$ cat config.mk
export PLATFORM = sky130hd
export DESIGN_NAME = seven_segment_mode_display_scanner
export DESIGN_NICKNAME = d
export VERILOG_FILES = /design/src/rtl/ssmds_pkg.sv /design/src/rtl/seven_segment_mode_display_scanner.sv
export SDC_FILE = /design/constraint.sdc
export NUM_CORES = 2
export LEC_CHECK = 0
export BUFFER_PORTS_ARGS = -buffer_cell sky130_fd_sc_hd__buf_4
export CELL_PAD_IN_SITES_DETAIL_PLACEMENT = 0
export CELL_PAD_IN_SITES_GLOBAL_PLACEMENT = 1
export CORE_AREA = 2 2 290 292
export CTS_BUF_LIST = sky130_fd_sc_hd__clkbuf_2 sky130_fd_sc_hd__clkbuf_4 sky130_fd_sc_hd__clkbuf_8
export CTS_CLUSTER_DIAMETER = 40
export DETAILED_ROUTE_END_ITERATION = 10
export DIE_AREA = 0 0 292 294
export PLACE_DENSITY_LB_ADDON = 0.12
export SLEW_MARGIN = 0
export SYNTH_ARGS = -nofsm -noshare
export SYNTH_HDL_FRONTEND = slang
export SYNTH_SLANG_ARGS = --single-unit
$ cat constraint.sdc
create_clock -name clk -period 20.3 [get_ports clk]
set_input_delay 0 -clock clk [delete_from_list [all_inputs] [get_ports clk]]
set_output_delay 0 -clock clk [all_outputs]
set_load 0.02 [all_outputs]
$ cat src/rtl/ssmds_pkg.sv
// Package for the seven-segment mode display scanner.
// Holds segment codes, display mode codes and constant-divisor helpers.
// No dependencies.
package ssmds_pkg;

    localparam int NUM_DIGITS = 8;
    localparam int IDX_W      = $clog2(NUM_DIGITS);
    localparam int VAL_W      = 14;

    localparam logic [7:0] SEG_BLANK    = 8'hFF;
    localparam logic [7:0] SEG_LETTER_C = 8'hC6;
    localparam logic [7:0] SEG_LETTER_P = 8'h8C;
    localparam logic [7:0] SEG_DP_MASK  = 8'h7F;
    localparam logic [7:0] LED_ALL_OFF  = 8'hFF;

    typedef enum logic [1:0] {
        MODE_TEMP  = 2'd0,
        MODE_PARAM = 2'd1,
        MODE_DAC   = 2'd2,
        MODE_KEEP  = 2'd3
    } mode_t;

    typedef logic [NUM_DIGITS-1:0][7:0] digit_buf_t;

    // Active-low segments for a decimal digit.
    function automatic logic [7:0] seg_of(input logic [3:0] d);
        logic [7:0] s;
        unique case (d)
            4'd0:    s = 8'hC0;
            4'd1:    s = 8'hF9;
            4'd2:    s = 8'hA4;
            4'd3:    s = 8'hB0;
            4'd4:    s = 8'h99;
            4'd5:    s = 8'h92;
            4'd6:    s = 8'h82;
            4'd7:    s = 8'hF8;
            4'd8:    s = 8'h80;
            4'd9:    s = 8'h90;
            default: s = SEG_BLANK;
        endcase
        return s;
    endfunction

    // Reciprocal-multiply quotients, exact for any 14-bit value.
    function automatic logic [VAL_W-1:0] div10(input logic [VAL_W-1:0] x);
        logic [32:0] p;
        p = 33'(x) * 33'd52429;
        return p[32:19];
    endfunction

    function automatic logic [VAL_W-1:0] div100(input logic [VAL_W-1:0] x);
        logic [32:0] p;
        p = 33'(x) * 33'd5243;
        return p[32:19];
    endfunction

    function automatic logic [VAL_W-1:0] div1000(input logic [VAL_W-1:0] x);
        logic [32:0] p;
        p = 33'(x) * 33'd8389;
        return VAL_W'(p[32:23]);
    endfunction

    function automatic logic [3:0] mod10(input logic [VAL_W-1:0] x);
        logic [VAL_W-1:0] q;
        logic [VAL_W-1:0] r;
        q = div10(x);
        r = x - VAL_W'(q * VAL_W'(10));
        return r[3:0];
    endfunction

endpackage

$ cat src/rtl/seven_segment_mode_display_scanner.sv
// Pipeline: request register, then result register; the result register loads from
// the request register once the result register is empty or being taken.
// Throughput: one request per cycle while the result side does not stall.
// Reset (rst_n low, async): scan index to 0, digit buffer to all blank (0xFF),
// both pipeline stages empty. Depends on ssmds_pkg.
module seven_segment_mode_display_scanner (
    input  logic        clk,
    input  logic        rst_n,
    // request channel
    input  logic        in_valid,
    output logic        in_stall,
    input  logic [13:0] temperature,
    input  logic [6:0]  setpoint,
    input  logic [13:0] dac_millivolts,
    input  logic [1:0]  display_mode,
    input  logic        dac_follows_mode,
    // result channel
    output logic        out_valid,
    input  logic        out_stall,
    output logic [7:0]  digit_enable,
    output logic [7:0]  segments,
    output logic [7:0]  status_leds
);

    localparam int VW = ssmds_pkg::VAL_W;

    // Handshake control. The result register empties or is taken -> pipe moves.
    logic advance;
    logic in_fire;
    logic s2_load;

    // Stage 1: request register. Quotients by 10/100/1000 are formed ahead of
    // it so the second stage only needs the mod-10 and the segment lookup.
    logic            s1_valid_reg, s1_valid_next;
    logic [VW-1:0]   t_q0_reg, t_q1_reg, t_q2_reg, t_q3_reg;
    logic [VW-1:0]   sp_q0_reg, sp_q1_reg;
    logic [VW-1:0]   dac_q1_reg, dac_q2_reg, dac_q3_reg;
    ssmds_pkg::mode_t mode_reg;
    logic            flag_reg;

    // Stage 2: display state and result register.
    logic [ssmds_pkg::IDX_W-1:0] scan_index_reg, scan_index_next;
    ssmds_pkg::digit_buf_t       buf_reg, buf_next;
    logic                        out_valid_reg, out_valid_next;
    logic [7:0]                  digit_enable_reg, segments_reg, status_leds_reg;
    logic [7:0]                  leds_next;

    assign advance  = !out_valid_reg || !out_stall;
    assign in_stall = s1_valid_reg && !advance;
    assign in_fire  = in_valid && !in_stall;
    assign s2_load  = s1_valid_reg && advance;

    always_comb
    begin
        if (in_fire)
            s1_valid_next = 1'b1;
        else if (advance)
            s1_valid_next = 1'b0;
        else
            s1_valid_next = s1_valid_reg;
    end

    always_comb
    begin
        if (s2_load)
            out_valid_next = 1'b1;
        else if (advance)
            out_valid_next = 1'b0;
        else
            out_valid_next = out_valid_reg;
    end

    always_ff @(posedge clk or negedge rst_n)
    begin
        if (!rst_n)
        begin
            s1_valid_reg  <= 1'b0;
            out_valid_reg <= 1'b0;
        end
        else
        begin
            s1_valid_reg  <= s1_valid_next;
            out_valid_reg <= out_valid_next;
        end
    end

    // Request payload capture.
    always_ff @(posedge clk)
    begin
        if (in_fire)
        begin
            t_q0_reg   <= temperature;
            t_q1_reg   <= ssmds_pkg::div10(temperature);
            t_q2_reg   <= ssmds_pkg::div100(temperature);
            t_q3_reg   <= ssmds_pkg::div1000(temperature);
            sp_q0_reg  <= VW'(setpoint);
            sp_q1_reg  <= ssmds_pkg::div10(VW'(setpoint));
            dac_q1_reg <= ssmds_pkg::div10(dac_millivolts);
            dac_q2_reg <= ssmds_pkg::div100(dac_millivolts);
            dac_q3_reg <= ssmds_pkg::div1000(dac_millivolts);
            mode_reg   <= ssmds_pkg::mode_t'(display_mode);
            flag_reg   <= dac_follows_mode;
        end
    end

    // Buffer rewrite. Digit 0 is the leading letter; unused digits blank.
    // Keep mode leaves the buffer as it was.
    always_comb
    begin
        buf_next = {ssmds_pkg::NUM_DIGITS{ssmds_pkg::SEG_BLANK}};
        unique case (mode_reg)
            ssmds_pkg::MODE_TEMP:
            begin
                buf_next[0] = ssmds_pkg::SEG_LETTER_C;
                buf_next[4] = ssmds_pkg::seg_of(ssmds_pkg::mod10(t_q3_reg));
                buf_next[5] = ssmds_pkg::seg_of(ssmds_pkg::mod10(t_q2_reg))
                              & ssmds_pkg::SEG_DP_MASK;
                buf_next[6] = ssmds_pkg::seg_of(ssmds_pkg::mod10(t_q1_reg));
                buf_next[7] = ssmds_pkg::seg_of(ssmds_pkg::mod10(t_q0_reg));
            end
            ssmds_pkg::MODE_PARAM:
            begin
                buf_next[0] = ssmds_pkg::SEG_LETTER_P;
                buf_next[6] = ssmds_pkg::seg_of(ssmds_pkg::mod10(sp_q1_reg));
                buf_next[7] = ssmds_pkg::seg_of(ssmds_pkg::mod10(sp_q0_reg));
            end
            ssmds_pkg::MODE_DAC:
            begin
                // volts with decimal point, then tenths and hundredths
                buf_next[0] = ssmds_pkg::SEG_LETTER_P;
                buf_next[5] = ssmds_pkg::seg_of(ssmds_pkg::mod10(dac_q3_reg))
                              & ssmds_pkg::SEG_DP_MASK;
                buf_next[6] = ssmds_pkg::seg_of(ssmds_pkg::mod10(dac_q2_reg));
                buf_next[7] = ssmds_pkg::seg_of(ssmds_pkg::mod10(dac_q1_reg));
            end
            ssmds_pkg::MODE_KEEP:
            begin
                buf_next = buf_reg;
            end
            default:
            begin
                buf_next = buf_reg;
            end
        endcase
    end

    // Active-low status LEDs: bit 0 for DAC flag clear, bits 1..3 per mode.
    always_comb
    begin
        leds_next = ssmds_pkg::LED_ALL_OFF;
        if (!flag_reg)
            leds_next[0] = 1'b0;
        unique case (mode_reg)
            ssmds_pkg::MODE_TEMP:  leds_next[1] = 1'b0;
            ssmds_pkg::MODE_PARAM: leds_next[2] = 1'b0;
            ssmds_pkg::MODE_DAC:   leds_next[3] = 1'b0;
            ssmds_pkg::MODE_KEEP:  leds_next[3] = 1'b1;
            default:               leds_next[3] = 1'b1;
        endcase
    end

    assign scan_index_next = scan_index_reg + 1'b1;   // wraps 7 -> 0

    always_ff @(posedge clk or negedge rst_n)
    begin
        if (!rst_n)
        begin
            scan_index_reg <= '0;
            buf_reg        <= {ssmds_pkg::NUM_DIGITS{ssmds_pkg::SEG_BLANK}};
        end
        else if (s2_load)
        begin
            scan_index_reg <= scan_index_next;
            buf_reg        <= buf_next;
        end
    end

    // Result register: scanned digit read from the freshly written buffer.
    always_ff @(posedge clk)
    begin
        if (s2_load)
        begin
            digit_enable_reg <= 8'b1 << scan_index_reg;
            segments_reg     <= buf_next[scan_index_reg];
            status_leds_reg  <= leds_next;
        end
    end

    assign out_valid    = out_valid_reg;
    assign digit_enable = digit_enable_reg;
    assign segments     = segments_reg;
    assign status_leds  = status_leds_reg;

endmodule

* After elaboration in Yosys (flattened, before gate mapping)
Memory sizes are Yosys's and may differ from the RTL's. Cells that the tools add are included.
Cells by class: add/sub/neg operators 10, $mul 25, order comparisons 1, equal/unequal tests 3, shift-type cells 1, muxes and demuxes 14, reductions and logical operators 12
Operators by type and width (number):
- $mul A14 B16 Y30 const B | 3
- $pmux W16 S4 | 1
- $mul A14 B14 Y28 const B | 2
- $mul A11 B16 Y27 const B | 2
- $mul A14 B13 Y27 const B | 2
- $mul A8 B16 Y24 const B | 2
- $pmux W8 S3 | 2
- $mul A7 B16 Y23 const B | 2
- $mul A5 B16 Y21 const B | 2
- $sub A4 B4 Y4 | 9
- $bmux W8 S3 | 1
- $mux W24 | 1
- $mul A4 B16 Y20 const B | 1
- $mul A8 B3 Y3 const B | 2
- $pmux W8 S2 | 1
- $mul A11 B3 Y3 const B | 1
- $mul A5 B3 Y3 const B | 2
- $mux W8 | 1
- $shl A1 B3 Y8 const A | 1
- $mux W1 | 7
- $mul A2 B3 Y3 const B | 2
- $eq A2 B2 Y1 const B | 2
- $logic_not A1 Y1 | 4
- $lt A3 B4 Y1 const B | 1
- 9 further kinds | 12
Storage, ports and cells: flip-flop bits (word level) 165, memory bits (read-only) 1008, bits of input ports 42, output and inout port bits 26, word-level logic and storage cells 100, memories 9
Memory list:
- (no name shown) | depth 16, width 7, read ports 1, clocked after memory_dff 0, write ports 0, line ssmds_pkg.sv:28 | unique case (d)
- (no name shown) | depth 16, width 7, read ports 1, clocked after memory_dff 0, write ports 0, line ssmds_pkg.sv:28
- (no name shown) | depth 16, width 7, read ports 1, clocked after memory_dff 0, write ports 0, line ssmds_pkg.sv:28
- (no name shown) | depth 16, width 7, read ports 1, clocked after memory_dff 0, write ports 0, line ssmds_pkg.sv:28
- (no name shown) | depth 16, width 7, read ports 1, clocked after memory_dff 0, write ports 0, line ssmds_pkg.sv:28
- (no name shown) | depth 16, width 7, read ports 1, clocked after memory_dff 0, write ports 0, line ssmds_pkg.sv:28
- +3 memories

* Longest topological paths before layout
depth after elaboration 7, mapped depth 30, depth with buffers taken out 29

* Worst setup path after synthesis
Ideal clock, no wire load.
kind register -> register, start point register t_q0_reg[12], end point register segments_reg[0], in the netlist segments[0] (data pin), library setup time 259 ps, arrival time 6822 ps, required time 20041 ps, setup slack 13219 ps, stages on the path, launching flop included 29, buffers on the path 1, period minus slack after synthesis 7081 ps, cells stage by stage edfxtp_1 > inv_1 > ha_1 > fa_1 > fa_1 > fa_1 > inv_1 > fa_1 > inv_1 > fa_1 > inv_1 > ha_1 > a21o_1 > a221oi_1 > o211ai_1 > o21a_1 > clkbuf_1 > xor2_1 > ha_1 > fa_1 > xnor2_1 > xnor2_1 > xnor2_1 > inv_1 > o211ai_1 > and3b_1 > a31oi_1 > o221a_1 > o31a_1
Between the ends: longest elaborated chain between the ends 7
Ends and longest elaborated chain:
- start, declared | line seven_segment_mode_display_scanner.sv:35 | logic [VW-1:0] t_q0_reg, t_q1_reg, t_q2_reg, t_q3_reg;
- start signal, assigned | line seven_segment_mode_display_scanner.sv:92 | t_q0_reg <= temperature;
- $mul A14 B16 Y30 | line ssmds_pkg.sv:47 | p = 33'(x) * 33'd52429;
- $mul A11 B3 Y3 | line ssmds_pkg.sv:67 | r = x - VAL_W'(q * VAL_W'(10));
- $sub A4 B4 Y4 | line ssmds_pkg.sv:67
- $mem_v2 Z16 W7
- $pmux W16 S4 | line seven_segment_mode_display_scanner.sv:111 | unique case (mode_reg)
- $bmux W8 S3 | line seven_segment_mode_display_scanner.sv:184 | segments_reg <= buf_next[scan_index_reg];
- $mux W8 (not written as such) | line seven_segment_mode_display_scanner.sv:184
- end signal, assigned | line seven_segment_mode_display_scanner.sv:184
- end, declared | line seven_segment_mode_display_scanner.sv:45 | logic [7:0] digit_enable_reg, segments_reg, status_leds_reg;
No other way between the ends. The select of a mux whose other input is x is not followed. A chain may end at the register's enable or synchronous reset.

* Worst setup path after layout
start point register dac_q1_reg[2], end point register segments_reg[0], in the netlist segments[0] (data pin)
Between the ends: longest elaborated chain between the ends 7
Ends and longest elaborated chain:
- start, declared | line seven_segment_mode_display_scanner.sv:37 | logic [VW-1:0] dac_q1_reg, dac_q2_reg, dac_q3_reg;
- start signal, assigned | line seven_segment_mode_display_scanner.sv:98 | dac_q1_reg <= ssmds_pkg::div10(dac_millivolts);
- $mul A11 B16 Y27 | line ssmds_pkg.sv:47
- $mul A8 B3 Y3 | line ssmds_pkg.sv:67
- $sub A4 B4 Y4 (*) | line ssmds_pkg.sv:67
- $mem_v2 Z16 W7 (*)
- $pmux W16 S4 (*) | line seven_segment_mode_display_scanner.sv:111
- $bmux W8 S3 (*) | line seven_segment_mode_display_scanner.sv:184
- $mux W8 (not written as such) (*) | line seven_segment_mode_display_scanner.sv:184
Mark *: on every way between the ends. The rest lies on a longest branch, timed or not. The select of a mux whose other input is x is not followed.

==> results.env <==
RUN_STATUS='completed'
CRITPATHMAXFANOUT=6
ANT_NETS=0
WORST_PIN_SLEW_PS=944
INITIAL_UTILIZATION_PCT=46.5
PATH_CLASS='flip-flop to flip-flop'
DIE_X_UM=292
SYN_INST=3923
GRT_MAX_DEGREE=70
CLK_LATENCY_WORST_SKEW_PAIR_PS=580
SYNTHTOLAYOUTAREAGROWTH_PCT=6.37
YS_ASYNC_SR_FRACTION_PCT=41.8
POST-ROUTE-PERIOD-UTIL_PCT=37.4
TIMING.CRITICAL_PATH.BUF_INV=4
YOSYSUNIQUECELLTYPES=94
GRT_PASS1_WL_MM=143
TRITONCTS_BUFFER_COUNT=17
MULTI_INPUT_COMB_AREA_UM2=30000
TIMING.FINAL.CRIT_PERIOD_PS=7590
TIMING.FINAL.HOLD_VIOLATIONS=0
NETLIST.AREA_LEADER.SHARE_PCT=33.1
VIASPERCELL=5.12
ROWS=106
LARGEST_REGISTER_FF_COUNT=64
MIN-DELAY-PATH-CLASS='input port to asynchronous set/reset pin'
CTS_REPAIR_RESIZE_COUNT=0
DPL.HPWL_MM=72.2
ENDPOINT_KIND='flip-flop'
FINAL_AREA_UM2=41000
MAPPEDNETLISTAREA_UM2=38500
CRITICAL_PATH.MOST_COMMON_CELL='sky130_fd_sc_hd__xnor2_1'
DETAILROUTE.VIA_COUNT=26093
TOP_LEVEL_PORTS=68
FMAX_MHz=132
CRITPATHREQUIREDTIME_PS=20650
SEQ_AREA_UM2=4690
CRIT_PATH_TOP_DELAY_CELL='sky130_fd_sc_hd__edfxtp_1'
YS_SEQ_ELEMENTS=165
IO_BUFFER_COUNT=63
LAYOUT_SETUP_WS_PS=12710
SYNTHESIS_WARNINGS=0
FINAL_STAGE_NET_COUNT=5525
ROOT_BUFFER='sky130_fd_sc_hd__clkbuf_8'
CLOCK_TREE.HTREE_LEVEL_COUNT=4
POSTROUTEWIRELENGTH_MM=84.0
CLOCK_PATH_BUFFERS=2
SYN-MEAN-INSTANCE-AREA_UM2=9.82
SYNTH.AREA.TOP_CELLS='sky130_fd_sc_hd__ha_1 (33%), sky130_fd_sc_hd__fa_1 (24%), sky130_fd_sc_hd__inv_1 (9.6%)'
POST_DRT_WL_PER_CELL_UM=16.5
CTS.SINKS=165
FIRST_GLOBAL_VIAS=27614
ENDPOINT_ARRIVAL_TIME_ON_THE_CRITICAL_PATH_PS=7930
DRT_ITER0_DRC=944
R2R_SLACK_PS=12710
SLEW_VIOLATIONS=0
TIMING.SETUP.TNS_PS=0
FINAL_CORE_UTILIZATION_PCT=49.5
CTS_TREE='done'
SYNTH_FLOP_CELL='sky130_fd_sc_hd__edfxtp_1'
CRIT_PATH_START_KIND='flip-flop'
GRT_REMAINING_OVERFLOW=0
NUMBER_OF_ENABLE_FLIP_FLOP_CELLS_AFTER_SYNTHESIS=96
SYNTH-SEQ-AREA-SHARE_PCT=12.2
DP_SLACK_PS=12660
YOSYS.AREA.TOP_TYPE='sky130_fd_sc_hd__ha_1'
POST_ROUTE_CELLS_DRIVE_ABOVE_1_SHARE_PCT=5.83
CTS_SETUP_BUFFERS=0
FIRSTDRTPASSITERS=5
POSTPLACECELLAREA_UM2=40300
WORST_CLOCK_SKEW_PS=25.1
CORE_AREA_UM2=82900
DIEAREA_UM2=85800
ROUTABILITYCONGESTION=0.840
DIE_Y_UM=294
GRT_ANTENNA_BEFORE_REPAIR=1
MAX_CAP_VIOLATIONS=0
ROUTE.DETAILED.DRC=0
CP_TOP_FAMILY='adder cells'
GRT_SETUP_UNREPAIRED='false'
CLK_TRANSITION_REPORTED_PATHS_PS=120
TIMING.FINAL.SETUP_VIOLATIONS=0
GR-USAGE-ALL-LAYERS_PCT=20.8
FILLERS=7908
MAX_TRANSITION_MARGIN_PCT=37.0
CPPEAKSTAGEDELAY_PS=550
-- metal layers --
metal	track usage, %	up-vias	routed length, um
met4	3.68	0	959
met2	34.8	256	39100
li1	-	13167	-
met1	29.3	12628	42000
met5	0	-	0
met3	2.29	42	1950
-- what timing repair did --
item / 4_1_cts / 5_1_grt
hold buffers: 30 / 0
endpoints found under the setup margin: 0 / 0
endpoints found under the hold margin: 114 / 0
-- worst register-to-register path: cells and delay by family, from the launching register on --
family          cells  cell delay (ps)
xor+xnor            6             1040
fa+ha+maj           7             2960
flops               1              550
compound gates      9             2320
buf+inv             4              220
simple gates        1              300
-- cells in the final DEF (no fill, tap or decap), types with 22 or more instances in the layout --
cell / synthesis / layout
sky130_fd_sc_hd__inv_1: 983 / 983
sky130_fd_sc_hd__and2_1: 30 / 29
sky130_fd_sc_hd__a21oi_1: 118 / 118
sky130_fd_sc_hd__nand2_1: 148 / 148
sky130_fd_sc_hd__a211oi_1: 26 / 26
sky130_fd_sc_hd__nand2b_1: 46 / 46
sky130_fd_sc_hd__o211ai_1: 22 / 22
sky130_fd_sc_hd__edfxtp_1: 96 / 96
sky130_fd_sc_hd__o21ai_0: 118 / 118
sky130_fd_sc_hd__dlygate4sd3_1: 0 / 30
sky130_fd_sc_hd__xnor2_1: 76 / 76
sky130_fd_sc_hd__and3_1: 22 / 22
sky130_fd_sc_hd__nor2_1: 97 / 97
sky130_fd_sc_hd__o21a_1: 38 / 38
sky130_fd_sc_hd__buf_4: 4 / 72
sky130_fd_sc_hd__dfstp_2: 64 / 64
sky130_fd_sc_hd__ha_1: 1019 / 1018
sky130_fd_sc_hd__fa_1: 465 / 465
sky130_fd_sc_hd__nand3_1: 41 / 41
sky130_fd_sc_hd__a31oi_1: 25 / 25
sky130_fd_sc_hd__a21o_1: 51 / 51
sky130_fd_sc_hd__xor2_1: 22 / 22
sky130_fd_sc_hd__nor3_1: 39 / 39
-- area by class of cell --
type	instances	area share [%]
tap	1080	3.30
clock inverter	15	0.507
antenna	1	0.00610
multi-input combinational	2727	73.1
inverter	986	9.03
timing repair buffer	102	2.05
clock buffer	17	0.571
sequential	165	11.4
-- cell families after synthesis --
family	Yosys count	synth area share (%)
xor gates and xnor gates	103	2.49
adders and majority gates	1484	57.2
AOI/OAI and AO/OA	568	9.97
DFF	165	12.2
buffers and inverters	1034	10.1
other	1	0.00973
muxes	29	0.857
and+or+nand+nor	539	7.17
-- synth_stat cells (8+ instances only) --
master and instances:
sky130_fd_sc_hd__a21o_1 51, sky130_fd_sc_hd__o31ai_1 8, sky130_fd_sc_hd__a221oi_1 15, sky130_fd_sc_hd__o211ai_1 22, sky130_fd_sc_hd__and3_1 22, sky130_fd_sc_hd__xnor2_1 76
sky130_fd_sc_hd__nor4_1 8, sky130_fd_sc_hd__dfstp_2 64, sky130_fd_sc_hd__nor2b_1 21, sky130_fd_sc_hd__a211oi_1 26, sky130_fd_sc_hd__inv_1 983, sky130_fd_sc_hd__nor2_1 97
sky130_fd_sc_hd__edfxtp_1 96, sky130_fd_sc_hd__o22ai_1 13, sky130_fd_sc_hd__or2_2 20, sky130_fd_sc_hd__nand4_1 16, sky130_fd_sc_hd__o2111ai_1 11, sky130_fd_sc_hd__xor2_1 22
sky130_fd_sc_hd__nand2_1 148, sky130_fd_sc_hd__a22oi_1 9, sky130_fd_sc_hd__o21ai_0 118, sky130_fd_sc_hd__and2_1 30, sky130_fd_sc_hd__nand2b_1 46, sky130_fd_sc_hd__a31o_2 12
sky130_fd_sc_hd__mux2i_1 15, sky130_fd_sc_hd__o21a_1 38, sky130_fd_sc_hd__fa_1 465, sky130_fd_sc_hd__a21boi_0 11, sky130_fd_sc_hd__nor3_1 39, sky130_fd_sc_hd__mux2_2 12
sky130_fd_sc_hd__nand3_1 41, sky130_fd_sc_hd__ha_1 1019, sky130_fd_sc_hd__clkbuf_1 41, sky130_fd_sc_hd__and4_1 9, sky130_fd_sc_hd__a31oi_1 25, sky130_fd_sc_hd__nor3b_1 8
sky130_fd_sc_hd__a21oi_1 118, sky130_fd_sc_hd__a2111oi_0 11
-- through the flow --
step                hold slack, ps  cells
floorplan                     -296   3926
global placement               178   5030
detailed placement             180   5030
CTS                           77.9   5092
global route                  90.3   5093
finish                         119   5093
-- path summary, 6_finish.rpt --
path / cells after the start / startpoint / end
max: 27 / dac_q1_reg[2] / segments[0]
min: 2 / rst_n / scan_index_reg[0]
min reg2reg: 0 / flag_reg / status_leds[0]
max reg2reg: 27 / dac_q1_reg[2] / segments[0]
max in group asynchronous: 2 / rst_n / out_valid
min in group clk: 4 / dac_millivolts[11] / dac_q3_reg[1]
Power is not shown: default switching activity piles up to over one toggle a cycle in this logic, so the estimate is an artifact.
